--- src/hw/rtl/smwi_pkg.sv ---
`timescale 1ns / 1ps
// ---------------------------------------------------------------------------
// smwi_pkg: shared types and constants for the suffix match / insert block
// Holds the channel word types, the sequencer states, register indexes and
// default sizes.
// ---------------------------------------------------------------------------
package smwi_pkg;

    localparam int          DEF_MAX_SUFFIX = 8;
    localparam int          DEF_MAX_INSERT = 8;
    localparam int          LEN_W          = 4;
    localparam int          CFG_DATA_W     = 64;
    localparam int          CFG_IDX_W      = 3;
    localparam logic [7:0]  SEPARATOR      = 8'd32;

    // configuration register indexes
    localparam logic [CFG_IDX_W-1:0] CFG_SUFFIX_LEN   = 3'd0;
    localparam logic [CFG_IDX_W-1:0] CFG_SUFFIX_CHARS = 3'd1;
    localparam logic [CFG_IDX_W-1:0] CFG_INSERT_LEN   = 3'd2;
    localparam logic [CFG_IDX_W-1:0] CFG_INSERT_CHARS = 3'd3;

    typedef struct packed {
        logic [7:0] ch;
        logic       is_final;
    } smwi_in_t;

    typedef struct packed {
        logic [7:0] out_ch;
        logic       out_valid;
        logic       out_last;
    } smwi_out_t;

    typedef enum logic [2:0] {
        ST_IDLE,
        ST_CMP,
        ST_CHAR,
        ST_INS,
        ST_SEP,
        ST_MARK
    } smwi_state_t;

endpackage

--- src/hw/rtl/suffix_match_word_insert.sv ---
`timescale 1ns / 1ps
// ---------------------------------------------------------------------------
// suffix_match_word_insert: word suffix match with insert word
// Streams text bytes through, and after every word that ends with the
// configured suffix emits the configured insert word.
// ---------------------------------------------------------------------------
// Takes one text byte per input word (is_final marks the end of the text) and
// returns result words: each byte that is not a space passes straight on; at a
// space or at the final byte the ended word is checked against the suffix by
// one shared byte comparator, one suffix byte per cycle, and on a match the
// insert word follows, one byte per cycle while the result register is free.
// A space is passed on unless it is the final byte (with suffix_len 0
// everything passes unchanged). A final byte that yields no byte returns one
// empty result with out_valid 0 and out_last 1. Each byte is accepted, then
// its first result is loaded; a space, a dropped final space and an empty end
// marker take the place of the byte's own result. At a word end the compare
// covers min(suffix_len, MAX_SUFFIX) suffix bytes if suffix_len is nonzero,
// then insert bytes on a match; a result load waits while a result is held.
// in_ready is low while the sequencer works on a byte; the result
// register lets the next byte be taken while the last result still waits.
// Configuration writes are taken at any time (cfg_ready stays high) but must
// only be issued while the block is idle.
// ---------------------------------------------------------------------------
module suffix_match_word_insert #(
    parameter int MAX_SUFFIX = smwi_pkg::DEF_MAX_SUFFIX,
    parameter int MAX_INSERT = smwi_pkg::DEF_MAX_INSERT
) (
    input  logic                                clk,
    input  logic                                rst_n,
    // text bytes
    input  logic                                in_valid,
    output logic                                in_ready,
    input  smwi_pkg::smwi_in_t                  in_word,
    // results
    output logic                                res_valid,
    input  logic                                res_ready,
    output smwi_pkg::smwi_out_t                 res_word,
    // configuration writes
    input  logic                                cfg_valid,
    output logic                                cfg_ready,
    input  logic [smwi_pkg::CFG_IDX_W-1:0]      cfg_index,
    input  logic [smwi_pkg::CFG_DATA_W-1:0]     cfg_data
);
    import smwi_pkg::*;

    localparam int SUF_W = MAX_SUFFIX * 8;
    localparam int INS_W = MAX_INSERT * 8;
    localparam int SIW   = (MAX_SUFFIX > 1) ? $clog2(MAX_SUFFIX) : 1;
    localparam int IIW   = (MAX_INSERT > 1) ? $clog2(MAX_INSERT) : 1;
    localparam logic [LEN_W-1:0] MAX_SUF_L = LEN_W'(MAX_SUFFIX);
    localparam logic [LEN_W-1:0] MAX_INS_L = LEN_W'(MAX_INSERT);

    // configuration registers
    logic [LEN_W-1:0] suffix_len_reg;
    logic [SUF_W-1:0] suffix_chars_reg;
    logic [LEN_W-1:0] insert_len_reg;
    logic [INS_W-1:0] insert_chars_reg;

    // word state
    logic [7:0]       recent_reg [MAX_SUFFIX];
    logic [LEN_W-1:0] word_length_reg;

    // sequencer
    smwi_state_t      state_reg, state_next;
    logic [7:0]       ch_reg;
    logic             final_reg;
    logic             match_reg, match_next;
    logic [LEN_W-1:0] cnt_reg, cnt_next;
    logic [LEN_W-1:0] ins_cnt_reg, ins_cnt_next;

    // result register
    logic             res_valid_reg, res_valid_next;
    smwi_out_t        res_word_reg, res_word_next;

    logic [LEN_W-1:0] suf_eff;
    logic [LEN_W-1:0] ins_eff;
    logic             in_accept;
    logic             in_sep;
    logic             need_cmp;
    logic             is_sep;
    logic             emit_space;
    logic             ins_pending;
    logic             slot_free;
    logic             load;
    logic             do_shift;
    logic             do_end_word;
    logic             do_clear;
    logic [SIW-1:0]   cmp_idx;
    logic [IIW-1:0]   ins_idx;
    logic             byte_eq;

    // pick the first result of a byte
    function automatic smwi_state_t first_state(input logic has_char, input logic ins,
                                                input logic space, input logic fin);
        smwi_state_t s;
        if (has_char)
            s = ST_CHAR;
        else if (ins)
            s = ST_INS;
        else if (space)
            s = ST_SEP;
        else if (fin)
            s = ST_MARK;
        else
            s = ST_IDLE;
        return s;
    endfunction

    assign cfg_ready = 1'b1;
    assign in_ready  = (state_reg == ST_IDLE);
    assign in_accept = in_valid && in_ready;
    assign res_valid = res_valid_reg;
    assign res_word  = res_word_reg;

    // clamp lengths to the storage that exists
    assign suf_eff = (suffix_len_reg > MAX_SUF_L) ? MAX_SUF_L : suffix_len_reg;
    assign ins_eff = (insert_len_reg > MAX_INS_L) ? MAX_INS_L : insert_len_reg;

    assign in_sep   = (in_word.ch == SEPARATOR);
    assign need_cmp = (in_sep || in_word.is_final) && (suf_eff != '0);

    assign is_sep      = (ch_reg == SEPARATOR);
    assign emit_space  = is_sep && (!final_reg || (suf_eff == '0));
    assign ins_pending = match_reg && (ins_eff != '0);

    assign cmp_idx = cnt_reg[SIW-1:0];
    assign ins_idx = ins_cnt_reg[IIW-1:0];
    assign byte_eq = (recent_reg[cmp_idx] == suffix_chars_reg[8*cmp_idx +: 8]);

    assign slot_free = !res_valid_reg || res_ready;

    // ---------------------------------------------------------------------
    // Configuration
    // ---------------------------------------------------------------------
    always_ff @(posedge clk or negedge rst_n)
    begin
        if (!rst_n)
        begin
            suffix_len_reg   <= '0;
            suffix_chars_reg <= '0;
            insert_len_reg   <= '0;
            insert_chars_reg <= '0;
        end
        else if (cfg_valid && cfg_ready)
        begin
            case (cfg_index)
                CFG_SUFFIX_LEN:   suffix_len_reg   <= cfg_data[LEN_W-1:0];
                CFG_SUFFIX_CHARS: suffix_chars_reg <= cfg_data[SUF_W-1:0];
                CFG_INSERT_LEN:   insert_len_reg   <= cfg_data[LEN_W-1:0];
                CFG_INSERT_CHARS: insert_chars_reg <= cfg_data[INS_W-1:0];
                default:          ;
            endcase
        end
    end

    // ---------------------------------------------------------------------
    // Sequencer: compare loop, then result emission
    // ---------------------------------------------------------------------
    always_comb
    begin
        state_next     = state_reg;
        match_next     = match_reg;
        cnt_next       = cnt_reg;
        ins_cnt_next   = ins_cnt_reg;
        load           = 1'b0;
        res_word_next  = res_word_reg;
        do_shift       = 1'b0;
        do_end_word    = 1'b0;
        do_clear       = 1'b0;

        case (state_reg)
            ST_IDLE:
            begin
                if (in_accept)
                begin
                    do_shift     = !in_sep;
                    match_next   = 1'b1;
                    cnt_next     = '0;
                    ins_cnt_next = '0;
                    if (need_cmp)
                    begin
                        state_next = ST_CMP;
                    end
                    else
                    begin
                        // no compare: close the word right away
                        match_next  = 1'b0;
                        do_end_word = in_sep || in_word.is_final;
                        do_clear    = in_word.is_final;
                        state_next  = first_state(!in_sep, 1'b0,
                                                  in_sep && (!in_word.is_final ||
                                                             (suf_eff == '0)),
                                                  in_word.is_final);
                    end
                end
            end

            ST_CMP:
            begin
                // one suffix byte per cycle through the shared comparator
                match_next = match_reg && byte_eq && (word_length_reg >= suf_eff);
                cnt_next   = cnt_reg + 1'b1;
                if (cnt_reg == suf_eff - 1'b1)
                begin
                    do_end_word = 1'b1;
                    do_clear    = final_reg;
                    state_next  = first_state(!is_sep,
                                              match_next && (ins_eff != '0),
                                              emit_space, final_reg);
                end
            end

            ST_CHAR:
            begin
                if (slot_free)
                begin
                    load = 1'b1;
                    if (ins_pending)
                        state_next = ST_INS;
                    else if (emit_space)
                        state_next = ST_SEP;
                    else
                        state_next = ST_IDLE;
                    res_word_next = '{out_ch: ch_reg, out_valid: 1'b1,
                                      out_last: final_reg && (state_next == ST_IDLE)};
                end
            end

            ST_INS:
            begin
                if (slot_free)
                begin
                    load         = 1'b1;
                    ins_cnt_next = ins_cnt_reg + 1'b1;
                    if (ins_cnt_reg != ins_eff - 1'b1)
                        state_next = ST_INS;
                    else if (emit_space)
                        state_next = ST_SEP;
                    else
                        state_next = ST_IDLE;
                    res_word_next = '{out_ch: insert_chars_reg[8*ins_idx +: 8],
                                      out_valid: 1'b1,
                                      out_last: final_reg && (state_next == ST_IDLE)};
                end
            end

            ST_SEP:
            begin
                if (slot_free)
                begin
                    load          = 1'b1;
                    state_next    = ST_IDLE;
                    res_word_next = '{out_ch: SEPARATOR, out_valid: 1'b1,
                                      out_last: final_reg};
                end
            end

            ST_MARK:
            begin
                if (slot_free)
                begin
                    load          = 1'b1;
                    state_next    = ST_IDLE;
                    res_word_next = '{out_ch: 8'd0, out_valid: 1'b0, out_last: 1'b1};
                end
            end

            default:
            begin
                state_next = ST_IDLE;
            end
        endcase

        // hold the result until taken, then drop it
        if (load)
            res_valid_next = 1'b1;
        else if (res_ready)
            res_valid_next = 1'b0;
        else
            res_valid_next = res_valid_reg;
    end

    always_ff @(posedge clk or negedge rst_n)
    begin
        if (!rst_n)
        begin
            state_reg     <= ST_IDLE;
            res_valid_reg <= 1'b0;
            match_reg     <= 1'b0;
            cnt_reg       <= '0;
            ins_cnt_reg   <= '0;
        end
        else
        begin
            state_reg     <= state_next;
            res_valid_reg <= res_valid_next;
            match_reg     <= match_next;
            cnt_reg       <= cnt_next;
            ins_cnt_reg   <= ins_cnt_next;
        end
    end

    // captured byte and result payload
    always_ff @(posedge clk)
    begin
        if (in_accept)
        begin
            ch_reg    <= in_word.ch;
            final_reg <= in_word.is_final;
        end
        res_word_reg <= res_word_next;
    end

    // ---------------------------------------------------------------------
    // Word state: recent bytes (entry 0 newest) and saturating length
    // ---------------------------------------------------------------------
    always_ff @(posedge clk or negedge rst_n)
    begin
        if (!rst_n)
        begin
            for (int i = 0; i < MAX_SUFFIX; i++)
                recent_reg[i] <= '0;
            word_length_reg <= '0;
        end
        else if (do_clear)
        begin
            for (int i = 0; i < MAX_SUFFIX; i++)
                recent_reg[i] <= '0;
            word_length_reg <= '0;
        end
        else if (do_end_word)
        begin
            word_length_reg <= '0;
        end
        else if (do_shift)
        begin
            for (int i = MAX_SUFFIX - 1; i > 0; i--)
                recent_reg[i] <= recent_reg[i-1];
            recent_reg[0] <= in_word.ch;
            if (word_length_reg < MAX_SUF_L)
                word_length_reg <= word_length_reg + 1'b1;
        end
    end

endmodule
--- config.mk ---
export PLATFORM = sky130hd
export DESIGN_NAME = suffix_match_word_insert
export DESIGN_NICKNAME = d
export VERILOG_FILES = /design/src/hw/rtl/smwi_pkg.sv /design/src/hw/rtl/suffix_match_word_insert.sv
export SDC_FILE = /design/constraint.sdc
export NUM_CORES = 1
export LEC_CHECK = 0
export BUFFER_PORTS_ARGS = -buffer_cell sky130_fd_sc_hd__buf_2
export CORE_ASPECT_RATIO = 1.2
export CORE_MARGIN = 8
export CORE_UTILIZATION = 33
export CTS_CLUSTER_DIAMETER = 50
export DETAILED_ROUTE_END_ITERATION = 6
export PLACE_DENSITY_LB_ADDON = 0.15
export SKIP_LAST_GASP = 1
export SYNTH_ARGS = -nofsm -noshare
export SYNTH_HDL_FRONTEND = slang
export SYNTH_SLANG_ARGS = --single-unit
--- constraint.sdc ---
create_clock -name clk -period 3.9 [get_ports clk]
set_input_delay 0.78 -clock clk [delete_from_list [all_inputs] [get_ports clk]]
set_output_delay 0.78 -clock clk [all_outputs]
set_load 0.01 [all_outputs]
## Word-level counts from Yosys, hierarchy flattened

Cells that the tools add are included.

| cells by class | value |
|---|---|
| reductions and logical operators | 44 |
| muxes and demuxes | 59 |
| divide/modulo/power cells | 0 |
| order comparisons | 5 |
| equality and inequality tests | 21 |
| add/subtract/negate cells | 5 |
| multipliers | 0 |
| shift operators | 2 |
| bitwise logic cells | 1 |

Operators with widths:

| kind | count |
|---|---|
| two-way mux 64 bit | 3 |
| variable part select 64 x 7 -> 8 bit | 2 |
| two-way mux 3 bit | 20 |
| two-way mux 10 bit | 4 |
| case mux 10 bit (4 select lines) | 1 |
| two-way mux 4 bit | 8 |
| binary-select mux 8 bit (select 3 bit) | 1 |
| equality test 8 x 6 -> 1 bit (second input constant) | 2 |
| two-way mux 8 bit | 2 |
| case mux 4 bit (2 select lines) | 2 |
| case mux 3 bit (5 select lines) | 1 |
| two-way mux 1 bit | 14 |
| AND reduction 2 bit | 7 |
| adder 4 x 1 -> 4 bit (second input constant) | 3 |
| equality test 3 x 2 -> 1 bit (second input constant) | 4 |
| zero test 3 bit | 4 |
| nonzero test 4 bit | 3 |
| logical AND 1 bit | 10 |
| inequality test 2 bit (second input constant) | 5 |
| AND reduction 5 bit | 2 |
| equality test 8 bit | 1 |
| > comparator 4 bit (second input constant) | 2 |
| nonzero test 2 bit | 4 |
| subtractor 4 x 1 -> 4 bit (second input constant) | 2 |
| other kinds (17) | 30 |

| word-level totals | value |
|---|---|
| word-level logic and storage cells | 160 |
| RAM bits | 0 |
| bits in read-only memories | 0 |
| register bits | 236 |
| latch bits | 0 |
| output and inout bits | 13 |
| memories kept | 0 |
| input bits | 81 |

## Depth between registers and ports, before layout

Gate-level depths: netlist (run 1).

| logic depth | value |
|---|---|
| depth in word-level cells | 13 |
| gate-level depth with buffers | 12 |
| gate-level depth less buffers | 10 |

## Worst setup path after synthesis (run 1)

Ideal clock, no wire load.

| timing path | value |
|---|---|
| path type | flip-flop to flip-flop |
| from | register cnt_reg[0] |
| to | register match_reg |
| setup slack | 1.419 ns |
| stages on the path, launching flop included | 9 |
| data arrival time | 2.384 ns |
| buffers on the path | 2 |
| setup time | 0.097 ns |
| period minus slack after synthesis | 2.481 ns |
| cell sequence | dfrtp_1 > buf_6 > buf_6 > mux4_1 > mux2i_1 > xnor2_1 > nand4_1 > or4_4 > a221oi_2 |

| on the way | value |
|---|---|
| cells in the longest elaborated chain, start to end | 8 |
| elaborated cells between the ends (all ways) | 9 |
| those cells by class | 1 x eq/ne; 1 x shift; 4 x mux; 1 x bitwise; 2 x reduce/logical |

RTL lines:

| element | line | source |
|---|---|---|
| start: declaration | suffix_match_word_insert.sv:68 | `logic [LEN_W-1:0] cnt_reg, cnt_next;` |
| start signal: assignment | suffix_match_word_insert.sv:298 | `cnt_reg <= cnt_next;` |
| branches (longest 4 deep; another with variable part select 64 x 7 -> 8 bit) | - |  |
| equality test 8 bit * | suffix_match_word_insert.sv:128 | `assign byte_eq = (recent_reg[cmp_idx] == suffix_chars_reg[8*cmp_idx +: 8]);` |
| logical AND 1 bit * (2 in series) | suffix_match_word_insert.sv:201 | `match_next = match_reg && byte_eq && (word_length_reg >= suf_eff);` |
| case mux 1 bit (2 select lines) * | suffix_match_word_insert.sv:171 | `case (state_reg)` |
| end signal: assignment | suffix_match_word_insert.sv:297 | `match_reg <= match_next;` |
| end: declaration | suffix_match_word_insert.sv:67 | `logic match_reg, match_next;` |

Mark *: on every way between the ends. The select of a mux whose other input is x is not followed.
A chain may end at the register's enable or synchronous reset.

## Final worst setup path (run 1)

Same ends and word-level chain as after synthesis.

==> summary.txt, run 1 <==
Floorplan
  • Die Footprint: 40080 um2
  • Row cnt: 74
  • Core box area: 33700 um2
  • DIE WIDTH: 184.1 um
  • Starting Density: 33.20%
  • Die height: 217.7 um
  • # IOs: 94

Timing
  • Fmax: 332.3 MHz
  • Max Slew Vio Count: 0
  • Clock Skews: 0.008666 ns
  • Worst rel slew slack: 24.38%
  • Unrepaired setup endpoints after global routing: no
  • Final worst path period share: 77.16%
  • Setup TNS: 0 ns
  • Final min period: 3.009 ns
  • Final hold viol count: 0
  • Setup Viol. Count Final: 0
  • Measured slew at the worst slew-check pin: 1.119 ns

Global route
  • First-pass GRT wire length: 46.54 mm
  • GR Util met3: 2.300%
  • Grt ovf: 0
  • Largest net degree at the start of global routing: 90
  • Antenna violations before repair: 0
  • Grt met2 use: 24.10%
  • GRT Overall Usage: 14.71%
  • Met1 Use GR: 20.33%
  • Busiest grt layer: met2
  • Vias in the first global route: 7703

Worst hold path
  • Hold WC Path Type: in -> async

Clock tree
  • H-tree depth: 1
  • CTS max path bufs: 3
  • CTS buffer count: 31
  • Post-cts repair resize count: 0
  • CTS tree: yes
  • Cts hold-fix bufs: 0
  • CTS sink count: 236
  • Root buf cell: clkbuf_16
  • Setup bufs post-CTS: 0
  • Clock-pin slew on the worst setup and hold paths: 0.06 ns
  • Worst-Skew Late Latency: 0.54 ns

Setup path
  • CP required: 4.34 ns
  • Worst reg2reg path startpoint: cnt_reg[0]
  • R2R setup slack: 0.89 ns
  • Reg2Reg Depth: 7
  • Critical path capture point type: flop
  • CP max FO: 15
  • CP startpoint kind: flop
  • CP endpoint: match_reg
  • Arr. time, crit path: 3.45 ns
  • Kind of critical path: reg -> reg
  • Reg2reg end: match_reg
  • Worst Setup SP: cnt_reg[0]

Yosys
  • Synth Cell Area: 11190 um2
  • Mux cell area share after synthesis: 25.83%
  • Simple-Gate Fraction of Synth Area: 8.911%
  • Post-Synthesis Net Count: 964
  • Compound-Gate Fraction of Synth Area: 5.881%
  • Number of synthesized flops with an enable pin: 19
  • Syn Area/Cell: 12.80 um2
  • Synth top area cells: dfrtp_1 (49%), mux2_2 (14%), mux4_2 (5.4%), edfxtp_1 (5.1%), nand2_1 (4.9%)
  • Cell taking the most area after synthesis: dfrtp_1
  • Seq/Total Area, Yosys: 53.62%
  • Xor-xnor portion of the synthesized cell area: 1.878%
  • Most common cell in the synthesized netlist: dfrtp_1
  • Area share of fa/ha/maj cells after synthesis: 1.006%
  • Yosys top cell area share: 48.52%
  • Library cells used by synthesis: 64
  • Yosys warnings: 0
  • Main combinational cell family by area after synthesis: multiplexers
  • Synthesis-stage register bit count: 236
  • Async S/R FF share, synth: 91.95%
  • Synth Instances: 874
  • Top FF cell, synth: dfrtp_1
  • Synth top cells by count: dfrtp_1 (217), nand2_1 (145), mux2_2 (136)

Placed design
  • Gpl congestion: 0.7578
  • Placed cells: 1381
  • Hpwl dp: 20.32 mm
  • Port buffer count: 92

Drt
  • DRT Wirelength: 29.15 mm
  • Vias/cell: 4.987
  • DRC viols: 0
  • First drt pass iteration count: 4
  • Antenna-violating nets left: 0
  • Via count: 7161
  • DR WL/cell: 20.30 um
  • Initial drt markers: 540

Pwr
  • Lkg Pwr: 0.005502 uW
  • IR drop worst, VDD: 0.3012 mV
  • PwrDens: 689.0 nW/um2

Cells and area
  • Final Non-Filler Cells: 1436
  • Ant. Diodes: 0
  • Share of layout cells above drive strength 1: 33.98%
  • Net total in the final layout: 1048
  • Fill cells: 3282
  • Area growth, synth to finish: 17.41%

Job
  • Max-cap violation count: 0

Run status
  • Outcome: completed
## how the worst min path moves through the flow
stage | to | slack, ns | depth (start not counted)
3_3_place_gp | insert_chars_reg[17] | 0.48 | 1
2_1_floorplan | suffix_chars_reg[43] | 0.47 | 1
5_1_grt | insert_chars_reg[32] | 0.26 | 1
3_5_place_dp | insert_chars_reg[48] | 0.49 | 1
6_report | insert_chars_reg[53] | 0.22 | 1
4_1_cts | insert_chars_reg[32] | 0.26 | 1
## worst max-delay path, stage by stage, from the launching register on
cell and delay [ns]:
dfrtp_2 0.55, buf_4 0.33, mux4_1 0.60, mux2i_1 0.29, xnor2_1 0.16, nand4_1 0.11
or4_4 0.59, a221oi_2 0.27
## power breakdown
group          leakage [uW]  internal, uW  switching, uW
registers           0.00288          3190            524
logic               0.00215          1250           1290
clock network      0.000479          1700           1090
total               0.00550          6150           2910
## final cells by class
cell class / count / area, um2 / share of cell area, %
clock inverters: 15 / 180.2 / 1.371
inverters: 5 / 18.77 / 0.1428
clock buffers: 40 / 829.5 / 6.314
multi-input cells: 575 / 4890 / 37.22
repair buffers: 109 / 648.1 / 4.933
flip-flops and latches: 236 / 6002 / 45.68
well taps: 456 / 570.5 / 4.342
## logic make-up after synthesis
kind of cell,after synthesis
compound gates,115
xor+xnor,24
simple gates,222
buf+inv,63
flops,236
other cells,1
mux,204
fa+ha+maj,9
## metal layers
layer / part of all wire (%) / up-vias
met2: 48 / 126
met1: 46 / 3671
met5: 0 / -
met4: 1.4 / 0
met3: 4.7 / 35
li1: - / 3329
## layout by cell type, fill, tap and decap left out, types with 3 or more instances in the layout
master / instances
mux4_2: 27
nand4_1: 3
nand2b_1: 8
xor2_1: 11
dfrtp_1: 216
nor4_1: 3
clkinvlp_4: 5
inv_1: 4
a21oi_1: 72
nand3_1: 14
nand2_1: 145
clkbuf_16: 31
bufinv_16: 3
buf_4: 13
o21ai_0: 19
and2_1: 3
nor2_1: 24
buf_12: 4
clkinv_2: 3
ha_1: 9
mux4_1: 20
mux2i_1: 20
buf_2: 91
clkbuf_1: 7
nor2b_1: 3
xnor2_1: 13
nor4b_1: 3
mux2_2: 136
edfxtp_1: 19
## metrics by stage
stage / instance area [um2] / worst slack, ns / power [uW] / hold slack (ns) / utilization, %
final: 13140 / 0.8907 / 9052 / 0.2160 / 38.99
after detailed placement: 12130 / 0.8918 / 6333 / 0.4895 / 35.99
after global routing: 13140 / 0.7278 / 9616 / 0.2599 / 38.99
after CTS: 13140 / 0.8879 / 9177 / 0.2642 / 38.99
after global placement: 12130 / 0.9449 / 6297 / 0.4814 / 35.99
after floorplan: 11190 / 1.419 / 5496 / 0.4720 / -
Note: power is estimated with default switching activity, not from simulation.
==> inputs of run 2 (changes only) <==
==> constraint.sdc (replaced) <==
create_clock -name clk -period 3.05 [get_ports clk]
set_input_delay 0.61 -clock clk [delete_from_list [all_inputs] [get_ports clk]]
set_output_delay 0.61 -clock clk [all_outputs]
set_load 0.01 [all_outputs]
==> run 2 against run 1 <==
Against the previous run: worst hold slack worse by 0.17 ns; combinational power rose by 36%; core utilization increased by 1.2 points; clock power is 45% higher; largest power group unchanged; highest routed layer unchanged.
==> summary.txt, run 2 (same netlist as run 1, synthesis figures left out) <==
Timing
  • Final worst path period share: 91.34%
  • Setup TNS: 0 ns
  • Measured slew at the worst slew-check pin: 0.9124 ns
  • Final min period: 2.786 ns
  • Max Slew Vio Count: 0
  • Final hold viol count: 0
  • Worst rel slew slack: 38.84%
  • Clock Skews: 0.02679 ns
  • Setup Viol. Count Final: 0
  • Unrepaired setup endpoints after global routing: no
  • Final hold slack: 0.04326 ns
  • Fmax: 359.0 MHz

Pwr
  • Lkg Pwr: 0.005722 uW
  • PwrDens: 899.0 nW/um2
  • IR drop worst, VDD: 0.3671 mV

Clock tree
  • CTS max path bufs: 3
  • Worst-Skew Late Latency: 0.51 ns
  • Root buf cell: clkbuf_16
  • H-tree depth: 2
  • CTS buffer count: 35
  • Setup bufs post-CTS: 0
  • Clock-pin slew on the worst setup and hold paths: 0.05 ns
  • CTS tree: yes
  • CTS sink count: 236

Setup path
  • Kind of critical path: reg -> reg
  • Critical Path Max Stage Delay: 0.62 ns
  • CP required: 3.45 ns
  • CP max FO: 21
  • Worst reg2reg path startpoint: cnt_reg[0]
  • Slowest-stage cell, CP: mux4_1
  • CP startpoint kind: flop
  • Critical path capture point type: flop
  • Arr. time, crit path: 3.19 ns
  • Worst Setup SP: cnt_reg[0]
  • CP cell instances: buf_12, mux4_1, mux2i_1, xnor2_1, nand4_1, or4_4, a221oi_2

Cells and area
  • Final Non-Filler Cells: 1465
  • Commonest non-fill, non-tap cells in the layout: dfrtp_1 (216), nand2_1 (145), mux2_2 (136), buf_2 (91), a21oi_1 (72)
  • Most common cell after layout, fill and taps aside: dfrtp_1
  • Area growth, synth to finish: 20.96%
  • Net total in the final layout: 1073
  • Share of layout cells above drive strength 1: 35.98%
  • Ant. Diodes: 0

Worst hold path
  • Hold WC Path Type: in -> async

Floorplan
  • Row cnt: 74
  • Die height: 217.7 um
  • Starting Density: 33.20%
  • DIE WIDTH: 184.1 um
  • Die Footprint: 40080 um2
  • # IOs: 94
  • Core box area: 33700 um2

Global route
  • GRT Overall Usage: 14.48%
  • Vias in the first global route: 7703
  • Grt ovf: 0
  • First-pass GRT wire length: 45.20 mm
  • Largest net degree at the start of global routing: 69
  • Antenna violations before repair: 1

Job
  • Max-cap violation count: 0

Placed design
  • Port buffer count: 92
  • Gpl congestion: 0.7887
  • Hpwl dp: 20.18 mm
  • Placed cells: 1401

Drt
  • DRT Wirelength: 28.88 mm
  • Via count: 7261
  • Vias/cell: 4.956
  • First drt pass iteration count: 5
  • Initial drt markers: 403
  • DRC viols: 0
  • DR WL/cell: 19.72 um
  • Antenna-violating nets left: 0

Run status
  • Outcome: completed
[run 2: cell type report]
cell class | instances | area [um2]
tap | 456 | 570.5
clock inverter | 16 | 180.2
inverter | 5 | 18.77
sequential | 236 | 6002
fill | 3284 | 20170
clock buffer | 47 | 1013
timing repair buffer | 129 | 852.1
multi-input combinational | 576 | 4900
[run 2: path summary, 6_finish.rpt]
| path | endpoint | slack, ns | depth (start not counted) |
|---|---|---|---|
| max in group asynchronous | recent_reg[26] | 2.17 | 2 |
| hold reg to reg | insert_chars_reg[26] | 0.50 | 1 |
| setup / recovery | match_reg | 0.26 | 7 |
| min in group clk | ch_reg[5] | 0.34 | 1 |
| setup reg to reg | match_reg | 0.26 | 7 |
| hold / removal | suffix_chars_reg[61] | 0.04 | 1 |
[run 2: worst max-delay path, delay by kind of cell, from the launching register on]
| kind | cells | cell delay (ns) |
|---|---|---|
| XOR/XNOR | 1 | 0.16 |
| AO/OA/AOI/OAI | 1 | 0.27 |
| multiplexers | 2 | 0.91 |
| flip-flops | 1 | 0.41 |
| buffers and inverters | 1 | 0.22 |
| AND/OR/NAND/NOR | 2 | 0.71 |
[run 2: metal layers]
layer | track usage (%) | wire length, um | vias to the layer above
li1 | - | - | 3392
met1 | 19.52 | 13410 | 3680
met2 | 23.55 | 13760 | 155
met3 | 2.500 | 1157 | 34
met4 | 4.308 | 555 | 0
met5 | 0 | 0 | -
[run 2: power breakdown]
group	switching, uW	internal [uW]
combinational	1750	1710
sequential	570	4080
clock	1460	2600
total	3780	8390
[run 2: repair_timing]
action | CTS | global route
setup endpoints to repair | 0 | 16
gates resized for setup | 0 | 1
hold buffers | 0 | 0
[run 2: per-stage QoR]
stage | util [%] | area, um2 | total power (uW) | setup slack [ns]
floorplan | - | 11190 | 7028 | 0.5690
global placement | 36.58 | 12330 | 8167 | 0.1456
detailed placement | 36.58 | 12330 | 8220 | 0.1120
CTS | 40.12 | 13520 | 12340 | 0.1287
global route | 40.17 | 13540 | 12910 | 0.09355
finish | 40.17 | 13540 | 12170 | 0.2642
